==> config.mk <==
export PLATFORM = sky130hd
export DESIGN_NAME = ola_ctrl
export DESIGN_NICKNAME = d
export VERILOG_FILES = /design/src/design/ola_pkg.sv /design/src/design/ola_ctrl.sv
export SDC_FILE = /design/constraint.sdc
export NUM_CORES = 1
export LEC_CHECK = 0
export BUFFER_PORTS_ARGS = -buffer_cell sky130_fd_sc_hd__buf_4
export CAP_MARGIN = 20
export CORE_ASPECT_RATIO = 1.1
export CORE_MARGIN = 3
export CORE_UTILIZATION = 51
export DETAILED_ROUTE_END_ITERATION = 6
export GPL_ROUTABILITY_DRIVEN = 0
export PLACE_DENSITY_LB_ADDON = 0.3
export SLEW_MARGIN = 20
export SYNTH_ARGS = -nofsm -noshare
export SYNTH_HDL_FRONTEND = slang
export SYNTH_SLANG_ARGS = --single-unit
==> constraint.sdc <==
create_clock -name clk -period 5.3 [get_ports clk]
set_input_delay 0 -clock clk [delete_from_list [all_inputs] [get_ports clk]]
set_output_delay 0 -clock clk [all_outputs]
set_load 0.01 [all_outputs]
==> src/design/ola_pkg.sv <==
`timescale 1ns / 1ps

package ola_pkg;

  localparam int DEPTH_DEF = 128;

  localparam logic [2:0] FN_SORTED = 3'd0;
  localparam logic [2:0] FN_INSERT = 3'd1;
  localparam logic [2:0] FN_DELETE = 3'd2;
  localparam logic [2:0] FN_READ   = 3'd3;
  localparam logic [2:0] FN_CLEAR  = 3'd4;

  typedef enum logic [2:0] {
    IDX_HOLD,
    IDX_ZERO,
    IDX_POS,
    IDX_COUNT,
    IDX_INC,
    IDX_DEC
  } idx_op_t;

  typedef enum logic [1:0] {
    TGT_HOLD,
    TGT_IDX,
    TGT_POS
  } tgt_op_t;

  typedef enum logic [1:0] {
    RD_IDX,
    RD_IDX_M1,
    RD_IDX_P1,
    RD_POS
  } rd_sel_t;

  typedef enum logic [1:0] {
    CNT_HOLD,
    CNT_INC,
    CNT_DEC,
    CNT_CLR
  } cnt_op_t;

  typedef enum logic [2:0] {
    RES_NONE,
    RES_REFUSE,
    RES_INSERT,
    RES_READ,
    RES_DELETE,
    RES_CLEAR
  } res_t;

  typedef struct packed {
    logic    req_ld;
    idx_op_t idx_op;
    tgt_op_t tgt_op;
    logic    rd_en;
    rd_sel_t rd_sel;
    logic    wr_en;
    logic    wr_val;
    logic    word_ld;
    cnt_op_t cnt_op;
    res_t    res;
  } cmd_t;

  typedef struct packed {
    logic [2:0] func;
    logic       full;
    logic       ins_bad;
    logic       acc_bad;
    logic       idx_eq_cnt;
    logic       idx_eq_tgt;
    logic       idx_p1_eq_cnt;
    logic       val_lt_rd;
  } sts_t;

endpackage

==> src/design/ola_ctrl.sv <==
`timescale 1ns / 1ps

module ola_ctrl (
  input  logic          clk,
  input  logic          rst_n,
  input  logic          start,
  output logic          busy,
  input  ola_pkg::sts_t sts,
  output ola_pkg::cmd_t cmd
);
  import ola_pkg::*;

  typedef enum logic [9:0] {
    S_IDLE     = 10'b00_0000_0001,
    S_DISPATCH = 10'b00_0000_0010,
    S_SRCH_RD  = 10'b00_0000_0100,
    S_SRCH_CMP = 10'b00_0000_1000,
    S_INS_RD   = 10'b00_0001_0000,
    S_INS_WR   = 10'b00_0010_0000,
    S_DEL_CAP  = 10'b00_0100_0000,
    S_DEL_RD   = 10'b00_1000_0000,
    S_DEL_WR   = 10'b01_0000_0000,
    S_RD_CAP   = 10'b10_0000_0000
  } state_t;

  state_t state_r, state_nxt;

  always_ff @(posedge clk) begin
    if (!rst_n) begin
      state_r <= S_IDLE;
    end else begin
      state_r <= state_nxt;
    end
  end

  assign busy = (state_r != S_IDLE);

  always_comb begin
    state_nxt   = state_r;
    cmd         = '0;
    cmd.idx_op  = IDX_HOLD;
    cmd.tgt_op  = TGT_HOLD;
    cmd.rd_sel  = RD_IDX;
    cmd.cnt_op  = CNT_HOLD;
    cmd.res     = RES_NONE;
    unique case (state_r)
      S_IDLE: begin
        if (start) begin
          cmd.req_ld = 1'b1;
          state_nxt  = S_DISPATCH;
        end
      end
      S_DISPATCH: begin
        state_nxt = S_IDLE;
        unique case (sts.func)
          FN_SORTED: begin
            if (sts.full) begin
              cmd.res = RES_REFUSE;
            end else begin
              cmd.idx_op = IDX_ZERO;
              state_nxt  = S_SRCH_RD;
            end
          end
          FN_INSERT: begin
            if (sts.full || sts.ins_bad) begin
              cmd.res = RES_REFUSE;
            end else begin
              cmd.tgt_op = TGT_POS;
              cmd.idx_op = IDX_COUNT;
              state_nxt  = S_INS_RD;
            end
          end
          FN_DELETE: begin
            if (sts.acc_bad) begin
              cmd.res = RES_REFUSE;
            end else begin
              cmd.tgt_op = TGT_POS;
              cmd.idx_op = IDX_POS;
              cmd.rd_en  = 1'b1;
              cmd.rd_sel = RD_POS;
              state_nxt  = S_DEL_CAP;
            end
          end
          FN_READ: begin
            if (sts.acc_bad) begin
              cmd.res = RES_REFUSE;
            end else begin
              cmd.tgt_op = TGT_POS;
              cmd.rd_en  = 1'b1;
              cmd.rd_sel = RD_POS;
              state_nxt  = S_RD_CAP;
            end
          end
          FN_CLEAR: begin
            cmd.cnt_op = CNT_CLR;
            cmd.res    = RES_CLEAR;
          end
          default: begin
            cmd.res = RES_REFUSE;
          end
        endcase
      end
      S_SRCH_RD: begin
        if (sts.idx_eq_cnt) begin
          cmd.tgt_op = TGT_IDX;
          cmd.idx_op = IDX_COUNT;
          state_nxt  = S_INS_RD;
        end else begin
          cmd.rd_en  = 1'b1;
          cmd.rd_sel = RD_IDX;
          state_nxt  = S_SRCH_CMP;
        end
      end
      S_SRCH_CMP: begin
        if (sts.val_lt_rd) begin
          cmd.tgt_op = TGT_IDX;
          cmd.idx_op = IDX_COUNT;
          state_nxt  = S_INS_RD;
        end else begin
          cmd.idx_op = IDX_INC;
          state_nxt  = S_SRCH_RD;
        end
      end
      S_INS_RD: begin
        if (sts.idx_eq_tgt) begin
          cmd.wr_en  = 1'b1;
          cmd.wr_val = 1'b1;
          cmd.cnt_op = CNT_INC;
          cmd.res    = RES_INSERT;
          state_nxt  = S_IDLE;
        end else begin
          cmd.rd_en  = 1'b1;
          cmd.rd_sel = RD_IDX_M1;
          state_nxt  = S_INS_WR;
        end
      end
      S_INS_WR: begin
        cmd.wr_en  = 1'b1;
        cmd.idx_op = IDX_DEC;
        state_nxt  = S_INS_RD;
      end
      S_DEL_CAP: begin
        cmd.word_ld = 1'b1;
        state_nxt   = S_DEL_RD;
      end
      S_DEL_RD: begin
        if (sts.idx_p1_eq_cnt) begin
          cmd.cnt_op = CNT_DEC;
          cmd.res    = RES_DELETE;
          state_nxt  = S_IDLE;
        end else begin
          cmd.rd_en  = 1'b1;
          cmd.rd_sel = RD_IDX_P1;
          state_nxt  = S_DEL_WR;
        end
      end
      S_DEL_WR: begin
        cmd.wr_en  = 1'b1;
        cmd.idx_op = IDX_INC;
        state_nxt  = S_DEL_RD;
      end
      S_RD_CAP: begin
        cmd.res   = RES_READ;
        state_nxt = S_IDLE;
      end
      default: begin
        state_nxt = S_IDLE;
      end
    endcase
  end

endmodule

Yosys cells after proc, flatten, opt, wreduce, memory -nomap -nowiden
Index checks and enable logic that the tools add are counted.
{"block": "word_totals", "input_bits": 13, "register_bits": 10}
{"block": "op_classes", "n_reduce_logical": 5, "mux": 42, "n_eq_ne": 16}
{"operator": "case mux 10 bit (8 select lines)", "count": 1}
{"operator": "case mux 10 bit (4 select lines)", "count": 1}
{"operator": "case mux 3 bit (4 select lines)", "count": 3}
{"operator": "two-way mux 5 bit", "count": 5}
{"operator": "two-way mux 10 bit", "count": 2}
{"operator": "case mux 2 bit (3 select lines)", "count": 3}
{"operator": "two-way mux 3 bit", "count": 5}
{"operator": "case mux 3 bit (5 select lines)", "count": 1}
{"operator": "two-way mux 7 bit", "count": 2}
{"operator": "two-way mux 4 bit", "count": 3}
{"operator": "== test 10 x 1 -> 1 bit (second input constant)", "count": 1}
{"operator": "== test 10 bit (second input constant)", "count": 1}
{"operator": "== test 10 x 2 -> 1 bit (second input constant)", "count": 1}
{"operator": "== test 10 x 3 -> 1 bit (second input constant)", "count": 1}
{"operator": "== test 10 x 4 -> 1 bit (second input constant)", "count": 1}
{"operator": "== test 10 x 5 -> 1 bit (second input constant)", "count": 1}
{"operator": "== test 10 x 6 -> 1 bit (second input constant)", "count": 1}
{"operator": "== test 10 x 7 -> 1 bit (second input constant)", "count": 1}
{"operator": "== test 10 x 8 -> 1 bit (second input constant)", "count": 1}
{"operator": "== test 10 x 9 -> 1 bit (second input constant)", "count": 1}
{"operator": "!= test 10 x 1 -> 1 bit (second input constant)", "count": 1}
{"operator": "two-way mux 1 bit", "count": 9}
{"operator": "two-way mux 9 bit", "count": 1}
{"operator": "case mux 3 bit (3 select lines)", "count": 1}
{"operator": "other kinds (11)", "count": 15}

Depth between registers and ports, before layout
Gate-level depths: netlist (run 1).
{"block": "logic_depth", "word_depth": 4, "depth_mapped": 7, "depth_no_buf": 6}

Least setup slack after synthesis (run 1)
OpenSTA, ideal clock, no wires.
{"block": "synth_path", "path_type": "flip-flop to flip-flop", "from": "reg state_r[2]", "to": "reg state_r[0]", "setup_slack_ps": 3485, "setup_time_ps": 127, "stages_incl_launch_ff": 6, "synth_period_minus_slack_ps": 1815, "t_required_ps": 5173, "t_arrival_ps": 1688, "cell_sequence": "dfxtp_1 > buf_6 > or4_4 > or2_4 > o221a_4 > or3_1"}
{"block": "synth_via", "elab_chain_len": 3}
{"element": "start: declaration", "line_no": "ola_ctrl.sv:26", "text": "state_t state_r, state_nxt;"}
{"element": "start signal: assignment", "line_no": "ola_ctrl.sv:32", "text": "state_r <= state_nxt;"}
{"element": "== test 10 x 9 -> 1 bit / == test 10 x 7 -> 1 bit (equally long branches)", "line_no": "ola_ctrl.sv:46", "text": "unique case (state_r)"}
{"element": "OR reduction 2 bit (no line)"}
{"element": "case mux 10 bit (8 select lines)", "line_no": "ola_ctrl.sv:46"}
Parallel ways exist; a longest one is shown, timed or not.
A chain may end at the register's enable or synchronous reset.

==> results.json, run 1 <==
{
  "power.share.combinational_pct": 24.5,
  "wl_microns": 2403,
  "nNetsFinal": 151,
  "slew_viol_final": 0,
  "path_max_fanout": 9,
  "clock_latency_ns": 0.27,
  "yosys_warnings": 0,
  "antenna_found_initial": 0,
  "cts_max_level": 1,
  "yosys-top-cells-count": "dfxtp_1 (10), nand2_1 (10), nor2_1 (9)",
  "min_path_type": "in2reg",
  "top_register": "state_r",
  "die_h_microns": 48.01,
  "yosys.area.top_type": "dfxtp_1",
  "synthFlopType": "dfxtp_1",
  "syn-instance-count": 104,
  "max-clock-path-buffers": 2,
  "firstDrtPassIters": 4,
  "critPathMaxStageDelay_ns": 0.68,
  "rsz0062_at_grt": "no",
  "ys_async_sr_fraction_pct": 0,
  "p_sw_mw": 0.05566,
  "die_w_microns": 44.19,
  "fin_setup_tns_ns": 0,
  "first_iter_violations": 26,
  "cts_buffers": 3,
  "wire_per_inst_microns": 15.71,
  "synthesis.nets": 117,
  "p_leak_nw": 0.5485,
  "status": "completed",
  "clkPwrFrac_pct": 35.5,
  "setup_viol": 0,
  "seq_power_share_pct": 40.1,
  "syn-cell-area_sq_um": 818.3,
  "worst_pin_slew_ns": 0.7213,
  "final_antenna_net_count": 0,
  "p_per_area_nw_per_um2": 182.6,
  "cts_sinks": 10,
  "critPathLaunchType": "register",
  "clock.fmax_ghz": 0.4680,
  "p_int_mw": 0.1451,
  "setup.worst_path.class": "reg2out",
  "slowest_stage": "nor4b_1",
  "synth.top_cell.area_share_pct": 24.46,
  "place_worst_setup_slack_ns": 3.365,
  "first_global_vias": 874,
  "grt_first_pass_wirelength_microns": 3788,
  "ys_ff_latch": 10,
  "syn_area_per_cell_sq_um": 7.868,
  "row_count": 14,
  "grt_start_max_net_pins": 10,
  "num_vias": 965,
  "drive_gt1_share_pct": 35.04,
  "worst_ep_required_time_ns": 5.30,
  "cp_data_arrival_time_ns": 2.14,
  "yosys-top-cells-area": "dfxtp_1 (24%), nand2_1 (4.6%), o21ai_0 (4.3%), xor2_1 (4.3%), nor2_1 (4.1%)",
  "drv_cap": 0,
  "cts_tree": "yes",
  "n_antenna_cell": 0,
  "path_cells": "nor4b_1, and4_1, nand2_1, nand4_1, buf_4",
  "clockRootBuffer": "clkbuf_4",
  "dieArea_sq_um": 2122,
  "vias_per_cell": 6.307,
  "io_pins": 31,
  "place.port_buffers": 30,
  "switching_share_pct": 27.72,
  "reg_top3": "state_r x10",
  "synth_edf_count": 0,
  "finalPower_mw": 0.2008,
  "seq_area_frac_synth_pct": 24.46,
  "peakVddDrop_mv": 0.1954,
  "post-route-period-util_pct": 40.32,
  "ys_types": 40,
  "syn_to_final_growth_pct": 34.40,
  "route.detailed.drc": 0,
  "fin_skew_ns": 0.003523,
  "grt-ovfl-total": 0,
  "fin_ws_ns": 3.163,
  "clk_pin_slew_worst_paths_ns": 0.07,
  "hold_viol_final": 0,
  "cts-resized-gates": 0,
  "core_area_sq_um": 1436,
  "initial_core_util_pct": 56.97,
  "globalRouteTotalUtil_pct": 23.91,
  "maxSlewHeadroom_pct": 51.24,
  "largest_register_ffs": 10,
  "dp_hpwl_microns": 1861,
  "r2r_slack_ns": 3.20,
  "crit_path_end_kind": "output pin",
  "period_minus_slack_ns": 2.137
}
through the flow:
step           cells  util (%)  area [sq um]  hold WS, ns
5_1_grt          153     76.57          1100      0.04396
6_report         153     76.57          1100      0.02412
2_1_floorplan    104         -         818.3      0.07931
4_1_cts          153     76.57          1100      0.01970
3_3_place_gp     146     71.95          1033       0.2330
3_5_place_dp     146     71.95          1033       0.2430
routing by layer:
metal	global-route usage, %	share of wire [%]	vias up
li1	-	-	458
met1	31.77	42	445
met2	39.24	48	58
met3	6.015	8.8	4
met4	5.422	1.6	0
met5	0	0	-
worst paths after layout:
path	start	end	cells after the start
worst min-delay path	sts[3]	state_r[3]	3
worst max register to register	state_r[2]	state_r[9]	4
worst max-delay path	state_r[2]	cmd[10]	5
worst min register to register	state_r[5]	state_r[7]	1
final cells by class:
| class | count | area (sq um) |
|---|---|---|
| Timing Repair Buffer | 33 | 255.2 |
| Fill cell | 117 | 336.6 |
| Multi-Input combinational cell | 85 | 569.3 |
| Tap cell | 16 | 20.02 |
| Sequential cell | 10 | 200.2 |
| Inverter | 5 | 18.77 |
| Clock buffer | 4 | 36.28 |
placed cells by master, fill, tap and decap left out, types with 3 or more instances in the layout:
cell type      instances
a21oi_1                3
buf_4                 30
clkbuf_4               3
dfxtp_1               10
dlygate4sd3_1          3
inv_1                  5
nand2_1               10
nand3_1                5
nand3b_1               3
nand4_1                4
nor2_1                 9
nor3_1                 3
nor4b_1                3
o21ai_0                7
xor2_1                 4
power groups by stage:
stage	Sequential [mW]	Clock, mW	Combinational [mW]
after CTS	0.0802	0.0709	0.0486
after global routing	0.0805	0.0747	0.0535
after floorplan	0.0809	0	0.0279
after detailed placement	0.0819	0	0.0464
after global placement	0.0813	0	0.0454
final	0.0804	0.0713	0.0491
repair_timing:
action	CTS	global route
buffers inserted	0	0
hold buffers	3	0
endpoints found under the hold margin	2	0
worst max-delay path: cells and delay by family, from the launching register on:
kind | cells | cell delay, ns
flops | 1 | 0.40
simple gates | 4 | 1.34
buf+inv | 1 | 0.13
cell families (layout without fill, tap and decap cells):
group,count (synthesis),in the layout,share of synthesized area [%]
flip-flops,10,10,24.46
AO/OA/AOI/OAI,20,20,17.89
buffers and inverters,9,42,5.962
AND/OR/NAND/NOR,61,61,47.40
XOR/XNOR,4,4,4.281
Note: power is estimated with default switching activity, not from simulation.
==> run 2, diff against run 1 <==
--- a/config.mk
+++ b/config.mk
@@ -9,7 +9,7 @@
 export CAP_MARGIN = 20
 export CORE_ASPECT_RATIO = 1.1
 export CORE_MARGIN = 3
-export CORE_UTILIZATION = 51
+export CORE_UTILIZATION = 47
 export DETAILED_ROUTE_END_ITERATION = 6
 export GPL_ROUTABILITY_DRIVEN = 0
 export PLACE_DENSITY_LB_ADDON = 0.3
==> constraint.sdc (replaced) <==
create_clock -name clk -period 2.1 [get_ports clk]
set_input_delay 0 -clock clk [delete_from_list [all_inputs] [get_ports clk]]
set_output_delay 0 -clock clk [all_outputs]
set_load 0.01 [all_outputs]
==> results.json, run 2 (synthesized netlist as in run 1, its figures left out) <==
{
  "status": "completed",
  "path_max_fanout": 8,
  "slew_viol_final": 0,
  "worst_pin_slew_ns": 0.6601,
  "wire_per_inst_microns": 16.83,
  "place.port_buffers": 30,
  "final_antenna_net_count": 0,
  "postCtsSetupBuffers": 0,
  "num_vias": 978,
  "cts_tree": "yes",
  "grt-ovfl-total": 0,
  "reg_top3": "state_r x10",
  "grt_first_pass_wirelength_microns": 4195,
  "period_minus_slack_ns": 2.021,
  "initial_core_util_pct": 50.70,
  "fin_ws_ns": 0.07903,
  "wl_microns": 2609,
  "post-route-period-util_pct": 96.24,
  "row_count": 15,
  "seq_power_share_pct": 39.8,
  "p_leak_nw": 0.5605,
  "die_w_microns": 45.79,
  "fin_cells": 155,
  "clock_latency_ns": 0.27,
  "fin_util_pct": 69.07,
  "cp_data_arrival_time_ns": 2.02,
  "p_sw_mw": 0.1457,
  "core_area_sq_um": 1614,
  "critPathLaunchType": "register",
  "p_per_area_nw_per_um2": 458.2,
  "vias_per_cell": 6.310,
  "rsz0062_at_grt": "no",
  "cts_buffers": 3,
  "syn_to_final_growth_pct": 36.24,
  "dp_hpwl_microns": 1940,
  "fillers": 135,
  "place_worst_setup_slack_ns": 0.2322,
  "antenna_found_initial": 0,
  "clock.fmax_ghz": 0.4948,
  "min_path_type": "in2reg",
  "firstDrtPassIters": 4,
  "grt_start_max_net_pins": 10,
  "clk_pin_slew_worst_paths_ns": 0.08,
  "switching_share_pct": 28.53,
  "max-clock-path-buffers": 2,
  "top_register": "state_r",
  "final_common_cell": "buf_4",
  "fin_skew_ns": 0.005164,
  "cts_sinks": 10,
  "worst_ep_required_time_ns": 2.10,
  "clockRootBuffer": "clkbuf_4",
  "first_iter_violations": 68,
  "route.detailed.drc": 0,
  "peakVddDrop_mv": 0.3331,
  "power.share.combinational_pct": 24.9,
  "maxSlewHeadroom_pct": 55.59,
  "timing.hold.ws_ns": 0.004369,
  "drv_cap": 0,
  "layout_common_cells": "buf_4 (33), nand2_1 (10), dfxtp_1 (10)",
  "hold_viol_final": 0,
  "fin_setup_tns_ns": 0,
  "setup.worst_path.class": "reg2out",
  "dp.cells": 150,
  "n_antenna_cell": 0,
  "cts_max_level": 1,
  "io_pins": 31,
  "setup_viol": 0,
  "die_h_microns": 49.76,
  "p_int_mw": 0.3651,
  "largest_register_ffs": 10,
  "first_global_vias": 917,
  "globalRouteTotalUtil_pct": 24.45,
  "nNetsFinal": 152,
  "dieArea_sq_um": 2278,
  "crit_path_end_kind": "output pin",
  "drive_gt1_share_pct": 37.68,
  "clkPwrFrac_pct": 35.3
}
run 2: cell count changes in the layout (fill, tap and decap cells not counted):
cell	delta
nor3_4	+1
nor3_1	-1
buf_4	+3
dlygate4sd3_1	-2
run 2: per-stage QoR:
stage,power [mW],area (sq um)
final,0.5108,1115
after global routing,0.5268,1115
after CTS,0.5065,1104
after detailed placement,0.3268,1057
after global placement,0.3214,1057
after floorplan,0.2745,818.3
run 2: repair_timing:
action | 4_1_cts | 5_1_grt
gates resized for setup | 0 | 2
hold endpoints to repair | 1 | 0
endpoints found under the setup margin | 0 | 4
hold buffers | 1 | 0
run 2: cell type report:
class                   instances  area (sq um)  share of cell area [%]
flip-flops and latches         10         200.2                   17.96
well taps                      17         21.27                   1.908
repair buffers                 34         257.7                   23.12
multi-input cells              85         580.6                   52.08
clock buffers                   4         36.28                   3.255
inverters                       5         18.77                   1.684
run 2: path summary, 6_finish.rpt:
path                                 start         end  slack [ns]  depth (start not counted)
worst min register to register  state_r[5]  state_r[7]        0.54                          1
worst max register to register  state_r[2]  state_r[0]        0.17                          4
worst min-delay path                 rst_n  state_r[1]       0.004                          3
worst max-delay path            state_r[4]     cmd[10]        0.08                          5
run 2: routing by layer:
metal	GRT usage, %	up-vias	wire [microns]
li1	-	464	-
met3	2.190	10	249
met4	8.531	0	55
met2	42.09	52	1339
met5	0	-	0
met1	30.51	452	964
run 2: power groups by stage:
| stage | registers (mW) | logic (mW) | clock network [mW] |
|---|---|---|---|
| after floorplan | 0.204 | 0.0704 | 0 |
| after global placement | 0.205 | 0.116 | 0 |
| after detailed placement | 0.206 | 0.121 | 0 |
| after CTS | 0.202 | 0.123 | 0.181 |
| after global routing | 0.204 | 0.137 | 0.186 |
| final | 0.203 | 0.127 | 0.180 |
run 2: worst max-delay path, cell delays in order, from the launching register on:
cell and delay [ns]:
dfxtp_1 0.40, nor3_2 0.41, nand3_1 0.17, or4b_1 0.53, nand4_1 0.11, buf_4 0.13
==> run 3, diff against run 2 <==
--- a/config.mk
+++ b/config.mk
@@ -12,6 +12,7 @@
 export CORE_UTILIZATION = 47
 export DETAILED_ROUTE_END_ITERATION = 6
 export GPL_ROUTABILITY_DRIVEN = 0
+export HOLD_SLACK_MARGIN = 0.02
 export PLACE_DENSITY_LB_ADDON = 0.3
 export SLEW_MARGIN = 20
 export SYNTH_ARGS = -nofsm -noshare
==> results.json, run 3 (synthesized netlist as in run 1, its figures left out) <==
{
  "min_path_type": "in2reg",
  "seq_power_share_pct": 39.3,
  "p_per_area_nw_per_um2": 455.7,
  "die_w_microns": 45.79,
  "p_sw_mw": 0.1488,
  "regToRegEndpoint": "state_r[0]",
  "grt_first_pass_wirelength_microns": 4257,
  "fillers": 131,
  "final_common_cell": "buf_4",
  "fin_skew_ns": 0.007434,
  "first_global_vias": 919,
  "critPathLaunchType": "register",
  "cts_sinks": 10,
  "grt_start_max_net_pins": 10,
  "vias_per_cell": 6.306,
  "cp_data_arrival_time_ns": 2.00,
  "wl_microns": 2619,
  "postCtsSetupBuffers": 0,
  "n_antenna_cell": 0,
  "p_leak_nw": 0.5677,
  "drv_cap": 0,
  "largest_register_ffs": 10,
  "reg_top3": "state_r x10",
  "slew_viol_final": 0,
  "dpl-instance-area_sq_um": 1057,
  "clkPwrFrac_pct": 35.4,
  "worst_pin_slew_ns": 0.6634,
  "cts_max_level": 1,
  "holdPathEnd": "state_r[3]",
  "cts_tree": "yes",
  "initial_core_util_pct": 50.70,
  "path_max_fanout": 8,
  "p_int_mw": 0.3683,
  "globalRouteTotalUtil_pct": 24.59,
  "syn_to_final_growth_pct": 38.69,
  "top_register": "state_r",
  "power.share.combinational_pct": 25.4,
  "setup.worst_path.class": "reg2out",
  "reg2reg_depth": 4,
  "clockRootBuffer": "clkbuf_4",
  "multi_input_area_sq_um": 580.6,
  "dieArea_sq_um": 2278,
  "clk_pin_slew_worst_paths_ns": 0.08,
  "dp_hpwl_microns": 1940,
  "worstHoldStart": "sts[3]",
  "drive_gt1_share_pct": 37.14,
  "regArea_sq_um": 200.2,
  "num_vias": 990,
  "core_area_sq_um": 1614,
  "grt-ovfl-total": 0,
  "final_antenna_net_count": 0,
  "period_minus_slack_ns": 1.996,
  "maxSlewHeadroom_pct": 55.37,
  "wire_per_inst_microns": 16.68,
  "first_iter_violations": 49,
  "setup_viol": 0,
  "nNetsFinal": 154,
  "die_h_microns": 49.76,
  "reg2reg_from": "state_r[2]",
  "r2r_slack_ns": 0.17,
  "status": "completed",
  "cts_buffers": 3,
  "route.detailed.drc": 0,
  "fin_setup_tns_ns": 0,
  "max-clock-path-buffers": 2,
  "rsz0062_at_grt": "no",
  "post-route-period-util_pct": 95.07,
  "clock_latency_ns": 0.27,
  "peakVddDrop_mv": 0.3546,
  "crit_path_end_kind": "output pin",
  "antenna_found_initial": 0,
  "place.port_buffers": 30,
  "layout_common_cells": "buf_4 (33), nand2_1 (10), dfxtp_1 (10)",
  "hold_viol_final": 0,
  "holdPathStages": 3,
  "io_pins": 31,
  "row_count": 15,
  "switching_share_pct": 28.78,
  "clock.fmax_ghz": 0.5009,
  "worst_ep_required_time_ns": 2.10,
  "finalInstanceArea_sq_um": 1135,
  "firstDrtPassIters": 4
}
[run 3: area by class of cell]
type / instances / share of cell area (%)
timing repair buffer: 36 / 24.48
clock buffer: 4 / 3.197
tap: 17 / 1.874
inverter: 5 / 1.654
multi-input combinational: 85 / 51.16
sequential: 10 / 17.64
[run 3: how the worst max path moves through the flow]
stage	startpoint	to	slack, ns	cells after the start
4_1_cts	state_r[6]	cmd[10]	0.02	5
3_3_place_gp	state_r[2]	state_r[0]	0.27	4
3_5_place_dp	state_r[2]	state_r[0]	0.23	4
5_1_grt	state_r[2]	cmd[10]	0.02	6
2_1_floorplan	state_r[2]	state_r[0]	0.29	5
6_report	state_r[4]	cmd[10]	0.10	5
[run 3: power groups by stage]
stage          registers, mW  logic [mW]  clock network (mW)
2_1_floorplan          0.204      0.0704                   0
3_3_place_gp           0.205       0.116                   0
3_5_place_dp           0.206       0.121                   0
4_1_cts                0.202       0.127               0.181
5_1_grt                0.204       0.141               0.186
6_report               0.203       0.131               0.183
[run 3: repair_timing]
item / CTS / global route
hold buffers: 3 / 0
endpoints found under the hold margin: 2 / 0
resized for setup: 0 / 2
setup endpoints to repair: 0 / 3
[run 3: metrics by stage]
stage / utilization (%) / setup slack, ns / instances / hold slack, ns / total power, mW
after CTS: 69.61 / 0.02241 / 157 / 0.02467 / 0.5101
after global routing: 70.31 / 0.01892 / 157 / 0.04450 / 0.5311
after detailed placement: 65.50 / 0.2322 / 150 / 0.2296 / 0.3268
after global placement: 65.50 / 0.2725 / 150 / 0.2275 / 0.3214
after floorplan: - / 0.2850 / 104 / 0.07931 / 0.2745
final: 70.31 / 0.1036 / 157 / 0.01812 / 0.5171
[run 3: worst max-delay path, cell delays in order, from the launching register on]
cell and delay [ns]:
dfxtp_1 0.40, nor3_2 0.38, nand3_1 0.17, or4b_1 0.53
nand4_1 0.11, buf_4 0.13
[run 3: routing by layer]
layer / track usage [%] / vias to the layer above / part of all wire (%)
met4: 8.057 / 0 / 2.4
li1: - / 467 / -
met1: 30.73 / 456 / 37
met5: 0 / - / 0
met2: 42.09 / 57 / 51
met3: 2.920 / 10 / 9.0
